<file path="src/rtl/pcbd_pkg.sv">
// Package for the prefix code bit decoder: sizes, item and result beats,
// command queue entry, table entry and state types. No dependencies.
package pcbd_pkg;

  localparam int NUM_SYMBOLS    = 256;
  localparam int MAX_CODE_LEN   = 32;
  localparam int SYM_IDX_W      = (NUM_SYMBOLS > 1) ? $clog2(NUM_SYMBOLS) : 1;
  localparam int ACC_LEN_W      = $clog2(MAX_CODE_LEN + 1);
  localparam int CODE_W         = 32;
  localparam int LEN_W          = 6;
  localparam int CMD_FIFO_DEPTH = 4;
  localparam int CMD_PTR_W      = $clog2(CMD_FIFO_DEPTH);
  localparam int CMD_CNT_W      = $clog2(CMD_FIFO_DEPTH + 1);

  localparam logic [1:0] OP_LOAD   = 2'd0;
  localparam logic [1:0] OP_DECODE = 2'd1;
  localparam logic [1:0] OP_CLEAR  = 2'd2;

  typedef struct packed {
    logic [1:0]        opcode;
    logic [7:0]        entry_symbol;
    logic [CODE_W-1:0] entry_code;
    logic [LEN_W-1:0]  entry_length;
    logic              code_bit;
  } item_t;

  typedef struct packed {
    logic [7:0] decoded_symbol;
    logic       overflow_error;
  } result_t;

  typedef enum logic [1:0] {
    CMD_LOAD,
    CMD_DECODE,
    CMD_CLEAR
  } cmd_kind_t;

  typedef struct packed {
    cmd_kind_t            kind;
    logic [SYM_IDX_W-1:0] sym;
    logic [CODE_W-1:0]    code;
    logic [LEN_W-1:0]     len;
    logic                 code_bit;
  } cmd_t;

  typedef struct packed {
    logic [LEN_W-1:0]  len;
    logic [CODE_W-1:0] bits;
  } entry_t;

  typedef enum logic {
    ST_IDLE,
    ST_SCAN
  } back_state_t;

  // Keeps code bits below len; len of 32 or more keeps all.
  function automatic logic [CODE_W-1:0] code_mask(input logic [LEN_W-1:0] len);
    logic [CODE_W-1:0] m;
    for (int i = 0; i < CODE_W; i++) begin
      m[i] = (LEN_W'(i) < len);
    end
    return m;
  endfunction

endpackage

</file>
<file path="src/rtl/pcbd_front.sv">
// Front end: classifies input beats into queue commands, drops no-op beats.
// Depends on pcbd_pkg.
module pcbd_front
  import pcbd_pkg::*;
(
  input  logic  push,
  input  item_t item,
  input  logic  fifo_full,
  output logic  full,
  output logic  cmd_push,
  output cmd_t  cmd
);

  logic keep;
  logic sym_ok;

  assign sym_ok = ({1'b0, item.entry_symbol} < 9'(NUM_SYMBOLS));

  always_comb begin
    keep         = 1'b0;
    cmd.kind     = CMD_DECODE;
    cmd.sym      = item.entry_symbol[SYM_IDX_W-1:0];
    cmd.code     = item.entry_code & code_mask(item.entry_length);
    cmd.len      = item.entry_length;
    cmd.code_bit = item.code_bit;
    unique case (item.opcode)
      OP_LOAD: begin
        keep     = sym_ok;
        cmd.kind = CMD_LOAD;
      end
      OP_DECODE: begin
        keep     = 1'b1;
        cmd.kind = CMD_DECODE;
      end
      OP_CLEAR: begin
        keep     = 1'b1;
        cmd.kind = CMD_CLEAR;
      end
      default: begin
        keep     = 1'b0;
        cmd.kind = CMD_DECODE;
      end
    endcase
  end

  assign full     = fifo_full;
  assign cmd_push = push && !fifo_full && keep;

endmodule

</file>
<file path="config.mk">
export PLATFORM = sky130hd
export DESIGN_NAME = pcbd_front
export DESIGN_NICKNAME = d
export VERILOG_FILES = /design/src/rtl/pcbd_pkg.sv /design/src/rtl/pcbd_front.sv
export SDC_FILE = /design/constraint.sdc
export NUM_CORES = 1
export LEC_CHECK = 0
export ABC_AREA = 0
export ABC_CLOCK_PERIOD_IN_PS = 800
export BUFFER_PORTS_ARGS = -buffer_cell sky130_fd_sc_hd__buf_4
export CORE_ASPECT_RATIO = 0.7
export CORE_MARGIN = 5
export CORE_UTILIZATION = 28
export DETAILED_ROUTE_END_ITERATION = 16
export GPL_TIMING_DRIVEN = 1
export PLACE_DENSITY_LB_ADDON = 0.12
export SETUP_SLACK_MARGIN = 0.2
export SLEW_MARGIN = 20
export SYNTH_ARGS = -nofsm -noshare
export SYNTH_HDL_FRONTEND = slang
export SYNTH_SLANG_ARGS = --single-unit
export TNS_END_PERCENT = 20
</file>
<file path="constraint.sdc">
create_clock -name vclk -period 0.8
set_input_delay 0.04 -clock vclk [all_inputs]
set_output_delay 0.04 -clock vclk [all_outputs]
set_load 0.01 [all_outputs]
</file>
[After elaboration in Yosys (flattened, before gate mapping)]
Cells that the tools add are included.
Storage, ports and cells
  register bits: 0
  input port bits: 51
  output and inout port bits: 51
  logic and storage cells: 42
Cells by class
  order comparisons: 32
  equal/unequal tests: 2
  mux-type cells: 2
  bitwise logic cells: 1
  reduce and logical (&&, ||, !) cells: 5
Operators with widths (count)
  5-bit by 6-bit less-than comparator with 1-bit output, first input constant: 16
  4-bit by 6-bit less-than comparator with 1-bit output, first input constant: 8
  32-bit bitwise AND: 1
  3-bit by 6-bit less-than comparator with 1-bit output, first input constant: 4
  1-bit by 6-bit less-than comparator with 1-bit output, first input constant: 2
  2-bit by 6-bit less-than comparator with 1-bit output, first input constant: 2
  2-bit case mux with 2 select lines: 1
  3-bit OR reduction: 1
  2-bit by 1-bit == test with 1-bit output, second input constant: 1
  2-bit == test, second input constant: 1
  1-bit logical AND: 2
  2-bit zero test: 1
  1-bit zero test: 1
  1-bit 2-to-1 mux: 1

[Longest topological paths before layout]
  word-level depth: 4
  gate-level depth with buffers: 4
  gate-level depth less buffers: 2

[Worst setup path after synthesis]
OpenSTA, ideal clock, no wires.
  kind: input to output
  start: input port item[4] in the netlist's numbering
  end: output port cmd[16] in the netlist's numbering
  arrival: 692 ps
  required time: 760 ps
  path slack: 68 ps
  cell stages on the path: 4
  buffers on the path: 2
  cell sequence: buf_4 > buf_6 > o21ai_0 > a21boi_0
RTL lines
  start, declared: RTL line pcbd_front.sv:7  | input item_t item,
  end, declared: RTL line pcbd_front.sv:11  | output cmd_t cmd

==> impl_metrics.json <==
{
  "status": "finished clean",
  "yosysWarnings": 0,
  "synth_area_per_cell_um2": 6.49,
  "antenna_found_initial": 0,
  "fin_crit_ps": 788,
  "report.final.setup_viol": 0,
  "start_kind": "input pin",
  "wl_per_cell_um": 15.3,
  "antenna_cells": 0,
  "post-route-period-util_pct": 98.5,
  "syn_nets": 153,
  "p_int_uw": 577,
  "vdd_drop_max_mv": 0.389,
  "ys_types": 25,
  "synth-seq-area-share_pct": 0,
  "critPathMaxFanout": 5,
  "max_freq_ghz": 1.27,
  "timing.hold.ws_ps": 80.0,
  "n_fill_cell": 164,
  "dieArea_mm2": 0.00345,
  "final.setup.worst_slack_ps": 12.1,
  "ant_nets": 0,
  "num-clock-buffers": 0,
  "power_switching_uw": 403,
  "wl_um": 3220,
  "register_area_um2": 0,
  "syn_inst": 102,
  "rsz0062_at_grt": "yes",
  "routed_via_density": 4.85,
  "place_congestion": 0.727,
  "hold_buffers": 0,
  "cellPowerDensity_mw_per_mm2": 586,
  "syn_area_um2": 662,
  "grt_usage_pct": 16.7,
  "stdcell_count": 210,
  "critPathArrivalTime_ps": 750,
  "startpoint": "item[4]",
  "fin_nets": 231,
  "grt_pass1_vias": 1075,
  "setup.worst_path.class": "in2out",
  "io-pin-count": 102,
  "pre_cts_ws_ps": -91.0,
  "max_cap_violations": 0,
  "die_h_um": 50.7,
  "grt_max_degree": 20,
  "combPwrFrac_pct": 100.0,
  "seq_cells": 0,
  "drive_gt1_share_pct": 80.3,
  "portBuffers": 84,
  "multi_input_area_um2": 633,
  "power_uw": 980,
  "die_w_um": 68.1,
  "relSlewSlack_pct": 81.6,
  "power_frac_clock_pct": 0,
  "rows": 14,
  "p_leak_nw": 0.773,
  "critPathCaptureType": "output port",
  "finalHoldViolations": 0,
  "numPlacedInstances": 205,
  "critPathRequiredTime_ps": 760,
  "swShare_pct": 41.1,
  "slew_viol_final": 0,
  "worst_slew_pin_slew_ps": 274,
  "hold_start": "item[41]",
  "vias": 1019,
  "grt_pass1_wl_um": 4690,
  "core-area_mm2": 0.00221,
  "syn2layout_area_growth_pct": 153,
  "p_seq_share_pct": 0,
  "start_util_pct": 30.0,
  "overflow": 0,
  "dr.first_iter.drc_count": 21,
  "drc_errors": 0,
  "hpwlAfterDp_um": 2390,
  "first_pass_iters": 4,
  "min_path_type": "in2out"
}
[cell families after synthesis]
logic type / after synthesis / synth area share [%]
simple gates: 29 / 24.4
buf+inv: 30 / 33.6
compound gates: 43 / 42.0
[area by class of cell]
cell class,count,share of cell area [%]
inverter,3,0.898
multi-input combinational,72,37.9
tap,32,2.40
timing repair buffer,103,58.8
[routing by layer]
layer	global-route usage, %	vias up	wire [um]
li1	-	500	-
met1	17.7	462	1210
met2	34.4	57	1640
met3	3.79	0	371
met4	0.330	0	0
met5	0	-	0
[critical path, stage by stage]
cell and delay [ps]:
buf_12 120, nor4_4 330, a21boi_1 110, buf_4 160
[power groups by stage]
stage               combinational, mW  sequential, mW  clock, mW
finish                          0.980               0          0
floorplan                       0.390               0          0
global placement                0.729               0          0
CTS                             0.925               0          0
detailed placement              0.742               0          0
global route                     1.05               0          0
[worst paths after layout]
path / to / slack, ps / cells past startpoint
max: cmd[9] / 10 / 4
min: cmd[41] / 80 / 0
[through the flow]
step | instance area (um2) | utilization (%) | setup TNS (ps)
after floorplan | 692 | - | 0
after global placement | 1260 | 57.3 | -521
after detailed placement | 1260 | 57.3 | -956
after CTS | 1580 | 71.5 | 0
after global routing | 1670 | 75.7 | -93.7
final | 1670 | 75.7 | 0
[cell usage in the layout (no fill, tap or decap), types with 2 or more instances in the layout]
master	netlist	routed
a31oi_2	0	2
o21ai_1	1	4
a21oi_2	0	4
buf_8	0	2
buf_4	21	79
nand2_1	8	6
o21ai_2	0	7
inv_1	3	2
buf_6	4	12
nand3_2	0	4
buf_12	0	7
nand4_1	2	2
a21boi_2	0	5
a21boi_1	5	12
nor2_4	0	3
o211ai_1	2	2
and2_4	0	2
nor2b_1	4	4
[cell usage after synthesis, types with 2 or more instances]
master / n / area share (%)
buf_4: 21 / 24
a21boi_0: 12 / 14
o21ai_0: 11 / 8.3
nand2_1: 8 / 4.5
a21oi_1: 6 / 4.5
a21boi_1: 5 / 5.7
nand3_1: 5 / 3.8
nor2_1: 5 / 2.8
buf_6: 4 / 6.8
nor2b_1: 4 / 3.8
inv_1: 3 / 1.7
a31oi_1: 2 / 1.9
and2_1: 2 / 1.9
nand4_1: 2 / 1.9
o211ai_1: 2 / 2.3
[repair_timing]
action                                  in CTS  in global routing
endpoints found under the setup margin      33                 33
gates cloned                                 1                  1
pin swaps                                   33                 26
gates resized for setup                     69                 16
hold endpoints to repair                     0                  0
buffers inserted                             3                  0
Note: power is estimated with default switching activity, not from simulation.
