`src/rtl/pcbd_pkg.sv`:
```
// Package for the prefix code bit decoder: sizes, item and result beats,
// command queue entry, table entry and state types. No dependencies.
package pcbd_pkg;

  localparam int NUM_SYMBOLS    = 256;
  localparam int MAX_CODE_LEN   = 32;
  localparam int SYM_IDX_W      = (NUM_SYMBOLS > 1) ? $clog2(NUM_SYMBOLS) : 1;
  localparam int ACC_LEN_W      = $clog2(MAX_CODE_LEN + 1);
  localparam int CODE_W         = 32;
  localparam int LEN_W          = 6;
  localparam int CMD_FIFO_DEPTH = 4;
  localparam int CMD_PTR_W      = $clog2(CMD_FIFO_DEPTH);
  localparam int CMD_CNT_W      = $clog2(CMD_FIFO_DEPTH + 1);

  localparam logic [1:0] OP_LOAD   = 2'd0;
  localparam logic [1:0] OP_DECODE = 2'd1;
  localparam logic [1:0] OP_CLEAR  = 2'd2;

  typedef struct packed {
    logic [1:0]        opcode;
    logic [7:0]        entry_symbol;
    logic [CODE_W-1:0] entry_code;
    logic [LEN_W-1:0]  entry_length;
    logic              code_bit;
  } item_t;

  typedef struct packed {
    logic [7:0] decoded_symbol;
    logic       overflow_error;
  } result_t;

  typedef enum logic [1:0] {
    CMD_LOAD,
    CMD_DECODE,
    CMD_CLEAR
  } cmd_kind_t;

  typedef struct packed {
    cmd_kind_t            kind;
    logic [SYM_IDX_W-1:0] sym;
    logic [CODE_W-1:0]    code;
    logic [LEN_W-1:0]     len;
    logic                 code_bit;
  } cmd_t;

  typedef struct packed {
    logic [LEN_W-1:0]  len;
    logic [CODE_W-1:0] bits;
  } entry_t;

  typedef enum logic {
    ST_IDLE,
    ST_SCAN
  } back_state_t;

  // Keeps code bits below len; len of 32 or more keeps all.
  function automatic logic [CODE_W-1:0] code_mask(input logic [LEN_W-1:0] len);
    logic [CODE_W-1:0] m;
    for (int i = 0; i < CODE_W; i++) begin
      m[i] = (LEN_W'(i) < len);
    end
    return m;
  endfunction

endpackage

```
`src/rtl/pcbd_cmd_fifo.sv`:
```
// Short command queue between front end and decode engine.
// Depends on pcbd_pkg.
module pcbd_cmd_fifo
  import pcbd_pkg::*;
(
  input  logic clk,
  input  logic rst,
  input  logic push,
  input  cmd_t wr_cmd,
  output logic full,
  input  logic pop,
  output cmd_t rd_cmd,
  output logic empty
);

  cmd_t                 slots [CMD_FIFO_DEPTH];
  logic [CMD_PTR_W-1:0] wr_ptr;
  logic [CMD_PTR_W-1:0] rd_ptr;
  logic [CMD_CNT_W-1:0] count;
  logic                 do_push;
  logic                 do_pop;

  assign full    = (count == CMD_CNT_W'(CMD_FIFO_DEPTH));
  assign empty   = (count == '0);
  assign do_push = push && !full;
  assign do_pop  = pop && !empty;
  assign rd_cmd  = slots[rd_ptr];

  always_ff @(posedge clk) begin
    if (rst) begin
      wr_ptr <= '0;
      rd_ptr <= '0;
      count  <= '0;
    end else begin
      if (do_push) wr_ptr <= wr_ptr + 1'b1;
      if (do_pop)  rd_ptr <= rd_ptr + 1'b1;
      if (do_push && !do_pop)      count <= count + 1'b1;
      else if (do_pop && !do_push) count <= count - 1'b1;
    end
  end

  always_ff @(posedge clk) begin
    if (do_push) slots[wr_ptr] <= wr_cmd;
  end

endmodule

```
`config.mk`:
```
export PLATFORM = sky130hd
export DESIGN_NAME = pcbd_cmd_fifo
export DESIGN_NICKNAME = d
export VERILOG_FILES = /design/src/rtl/pcbd_pkg.sv /design/src/rtl/pcbd_cmd_fifo.sv
export SDC_FILE = /design/constraint.sdc
export NUM_CORES = 1
export LEC_CHECK = 0
export BUFFER_PORTS_ARGS = -buffer_cell sky130_fd_sc_hd__buf_4
export CORE_UTILIZATION = 60
export DETAILED_ROUTE_END_ITERATION = 16
export GPL_ROUTABILITY_DRIVEN = 0
export PLACE_DENSITY = 0.83
export SLEW_MARGIN = 20
export SYNTH_ARGS = -nofsm -noshare
export SYNTH_HDL_FRONTEND = slang
export SYNTH_SLANG_ARGS = --single-unit
```
`constraint.sdc`:
```
create_clock -name clk -period 5.25 [get_ports clk]
set_input_delay 0.2625 -clock clk [delete_from_list [all_inputs] [get_ports clk]]
set_output_delay 0.2625 -clock clk [all_outputs]
set_load 0.02 [all_outputs]
```
# Yosys cells after proc, flatten, opt, wreduce, memory -nomap -nowiden
# Memory sizes are Yosys's and may differ from the RTL's. A register that Yosys moved wholly into a read port is not among the register bits.
# Cells that the tools add are included.
[op_classes] n_addsub=4 multipliers=0 div_mod_pow=0 order_cmp=0 eq_ne=1 shifts=0 n_mux=6 bitwise_logic=0 n_reduce_logical=10
[ops] op="$mux W3" n=2
[ops] op="$add A2 B1 Y2 const B" n=2
[ops] op="$logic_and A1 B1 Y1" n=4
[ops] op="$logic_not A1 Y1" n=4
[ops] op="$mux W2" n=2
[ops] op="$add A3 B1 Y3 const B" n=1
[ops] op="$eq A3 B3 Y1 const B" n=1
[ops] op="$logic_not A3 Y1" n=1
[ops] op="$sub A3 B1 Y3 const B" n=1
[ops] op="$mux W1" n=2
[ops] op="$reduce_bool A2 Y1" n=1
[totals] ff_bits=7 latch_bits=0 ramBits=196 rom_bits=0 out_inout_bits=51 word_cells=25 n_memories=1
[mem_list] name="slots" words=4 width=49 read_ports=1 rd_clocked_by_memory_dff=1 write_ports=1 line_no="pcbd_cmd_fifo.sv:16" text="cmd_t slots [CMD_FIFO_DEPTH];"

# Depth between registers and ports, before layout
[logic_depth] depth_word=7 mapped_depth=8

# Least setup slack after synthesis
# Ideal clock, no wire load.
[synth_timing] kind="register to register" startpoint="register count[0]" endpoint="memory slots[0][0] in the netlist's numbering, enable pin" arrival_ns=2.082 t_required_ns=4.838 setup_slack_ns=2.756 path_stages_with_launch=4 synth_period_minus_slack_ns=2.494 cell_sequence="dfxtp_1 nor3b_1 nor2_1 and2_1"
[synth_between] elab_chain_len=5
[synth_lines] element="start: declaration" line_no="pcbd_cmd_fifo.sv:19" text="logic [CMD_CNT_W-1:0] count;"
[synth_lines] element="start signal: assignment" line_no="pcbd_cmd_fifo.sv:37" text="if (do_push && !do_pop) count <= count + 1'b1;"
[synth_lines] element="start signal: assignment" line_no="pcbd_cmd_fifo.sv:38" text="else if (do_pop && !do_push) count <= count - 1'b1;"
[synth_lines] element="$eq A3 B3 Y1" line_no="pcbd_cmd_fifo.sv:23" text="assign full = (count == CMD_CNT_W'(CMD_FIFO_DEPTH));"
[synth_lines] element="named net full" line_no="pcbd_cmd_fifo.sv:10" text="output logic full,"
[synth_lines] element="$logic_not A1 Y1" line_no="pcbd_cmd_fifo.sv:25" text="assign do_push = push && !full;"
[synth_lines] element="$logic_and A1 B1 Y1" line_no="pcbd_cmd_fifo.sv:25"
[synth_lines] element="named net do_push" line_no="pcbd_cmd_fifo.sv:20" text="logic do_push;"
[synth_lines] element="$mux W1" line_no="pcbd_cmd_fifo.sv:43" text="if (do_push) slots[wr_ptr] <= wr_cmd;"
[synth_lines] element="$mux W1 (not written as such)" line_no="pcbd_cmd_fifo.sv:43"
[synth_lines] element="end: declaration" line_no="pcbd_cmd_fifo.sv:16"
# The timed path passes the listed nets, and every way through them passes these cells.

==> impl_metrics.csv <==
group,metric,value,unit
setup_path,end_kind,"output port",
global_routing,grt_antenna_before_repair,0,
drt,wl_met1,5360,µm
timing,fin_hold_ws,0.0174,ns
die,floorplan.initialDensity,62.1,%
power,powerDensity,479,nW/µm²
drt,dr.pass1.iters,5,
logic_synthesis,synthXorXnorAreaFrac,0.464,%
clocking,clk_pin_slew,0.06,ns
timing,min_period,2.56,ns
drt,wirelength,13100,µm
setup_path,path_cells,"mux4_2 > buf_4",
setup_path,crit_fanout,49,
drt,ant_nets,0,
timing,hold_violations,0,
logic_synthesis,synth_nets,363,
clocking,cts_tree,"yes",
setup_path,reg2reg_to,"count[2]",
setup_path,regToRegSetupSlack,3.00,ns
logic_synthesis,muxShareOfSynthArea,15.0,%
final_layout,area_growth,27.2,%
drt,met3_length,763,µm
flow_run,max_cap_violations,0,
logic_synthesis,synth_top_area_share,78.0,%
logic_synthesis,synth.area.top_cells,"edfxtp_1 (78%), mux4_2 (14%), dfxtp_1 (2.4%)",
setup_path,critPathRequiredTime,4.99,ns
drt,viasPerCell,5.54,
placed_design,hpwl,7240,µm
placed_design,numPortBuffers,103,
setup_path,path_delay_family,"flip-flops",
final_layout,stdcell_count,653,
logic_synthesis,synth_top_cell_by_area,"edfxtp_1",
logic_synthesis,synth_compound_area_share,0.481,%
setup_path,cp_slowest_cell,"dfxtp_4",
die,die_x,114,µm
logic_synthesis,syn_inst,304,
clocking,postCtsSetupBuffers,0,
global_routing,grt_pass1_wl,19700,µm
drt,drtIter0Drc,284,
setup_path,arrival,2.30,ns
min_path,hp-class,"input port to flip-flop",
global_routing,grt_max_degree,50,
drt,topRoutingLayerUsed,"met4",
timing,fin_crit_sh,48.8,%
timing,skew,0.00921,ns
setup_path,crit_type,"flip-flop to output port",
timing,slew_headroom,35.6,%
global_routing,grt_pass1_vias,3739,
logic_synthesis,yosys_warnings,0,
logic_synthesis,synthSimpleGateAreaFrac,1.13,%
setup_path,path_buf_inv,1,
setup_path,r2r_cells,8,
global_routing,grt_remaining_overflow,0,
logic_synthesis,ys_seq_area_share,80.3,%
timing,fmax,390,MHz
timing,max_slew.worst_pin.slew,0.966,ns
outcome,status,"complete, no violations",
timing,finalSetupTns,0,ns
clocking,clock_path_buffers,3,
drt,wl_per_cell,20.0,µm
timing,report.final.slew_viol_count,0,
placed_design,dp.cells,568,
final_layout,diodes,0,
die,dieArea,13000,µm²
setup_path,r2r_start,"count[0]",
clocking,root_buffer,"clkbuf_16",
die,ios,104,
logic_synthesis,synthAdderAreaFrac,1.09,%
clocking,htreeDepth,1,
final_layout,fin_nets,530,
logic_synthesis,syn_area,7550,µm²
min_path,holdPathStages,2,
clocking,cts_buffers,20,
logic_synthesis,yosysUniqueCellTypes,25,
drt,drc_errors,0,
timing,setup_viol,0,
logic_synthesis,ys_seq_elements,205,
power,p_leak,3.30,nW
global_routing,grt.total_usage,20.6,%
setup_path,critPathMaxStageDelay,0.98,ns
final_layout,drive_gt1_share,38.8,%
clocking,clkSinkCount,205,
min_path,hold-path-endpoint,"wr_ptr[0]",
drt,routed-via-count,3620,
setup_path,startpoint_type,"flip-flop",
clocking,cts_resized,0,
drt,met2_length,6690,µm
die,fp-row-count,40,
die,core,12200,µm²
clocking,clk-insertion-delay-late,0.48,ns
min_path,worstHoldStart,"rst",
die,die-height,114,µm
timing,rsz0062_at_grt,"no",
clocking,ctsHoldBuffers,49,
power,peakVddDrop,0.000340,V
logic_synthesis,synth_top_family_by_area,"multiplexers",
logic_synthesis,avgSynthCellArea,24.8,µm²
-- cell type report --
cell class	instances	area, µm²
inverter	4	15.0
tap	168	210
sequential	205	6070
fill	615	2550
timing repair buffer	157	1300
clock inverter	4	47.5
clock buffer	32	587
multi-input combinational	83	1380
-- synth_stat cells (all sizes together) --
cell	n
edfxtp	196
xor2	4
nor2	6
fa	1
o31ai	1
dfxtp	9
inv	4
o21ai	2
mux4	49
o311ai	1
mux2i	2
buf	11
nor3b	1
and2	4
ha	5
nor3	1
or3	2
a21oi	2
nand2b	2
clkbuf	1
-- flip-flops by register name, summed over array words and instances, names as in the netlist, named ones only --
| name | cells |
|---|---|
| rd_ptr | 2 |
| wr_ptr | 2 |
| count | 3 |
| slots | 196 |
-- routing by layer --
| layer | up-vias | GRT usage [%] |
|---|---|---|
| met2 | 130 | 34.9 |
| met1 | 1848 | 27.5 |
| met5 | - | 0 |
| li1 | 1618 | - |
| met4 | 0 | 6.49 |
| met3 | 24 | 3.92 |
-- worst max path at each step --
stage / startpoint / endpoint / slack [ns] / depth (start not counted)
global placement: count[0] / slots[3][18] / 3.07 / 4
CTS: flip-flop / rd_cmd[1] / 2.59 / 2
detailed placement: count[0] / count[2] / 3.04 / 8
floorplan: count[0] / slots[0][0] / 2.76 / 3
finish: flip-flop / rd_cmd[47] / 2.69 / 2
global route: flip-flop / rd_cmd[47] / 2.48 / 2
-- power by group --
part / internal (mW) / switching (mW)
clock network: 0.815 / 0.537
registers: 1.97 / 0.154
logic: 0.587 / 0.540
total: 3.37 / 1.23
-- per-stage QoR --
stage | instance area, µm² | utilization [%] | setup WS, ns | total power [mW]
global route | 9610 | 79.0 | 2.48 | 4.79
detailed placement | 8480 | 69.7 | 3.04 | 3.27
CTS | 9610 | 79.0 | 2.59 | 4.65
global placement | 8480 | 69.7 | 3.07 | 3.26
floorplan | 7550 | - | 2.76 | 2.87
finish | 9610 | 79.0 | 2.69 | 4.61
-- cell usage in the layout (no fill, tap or decap) --
master,instances
dfxtp_4,1
clkbuf_16,21
mux4_1,2
a21oi_1,2
nand2b_1,2
or3_1,2
dfxtp_1,7
clkinvlp_4,1
o21ai_0,2
ha_1,5
bufinv_16,1
clkinv_2,2
dfxtp_2,1
dlygate4sd3_1,49
nor3b_1,1
xor2_1,4
o31ai_1,1
edfxtp_1,196
and2_2,4
nor2_1,6
clkbuf_8,2
mux2i_1,2
nor3_1,1
clkbuf_1,9
buf_4,108
mux4_2,47
inv_1,4
o311ai_0,1
fa_1,1
-- cells by family (layout without fill, tap and decap cells) --
group	after synthesis	count (layout)
mux	51	51
flops	205	205
buf+inv	16	197
compound gates	6	6
simple gates	16	16
xor+xnor	4	4
fa+ha+maj	6	6
Note: power is estimated with default switching activity, not from simulation.
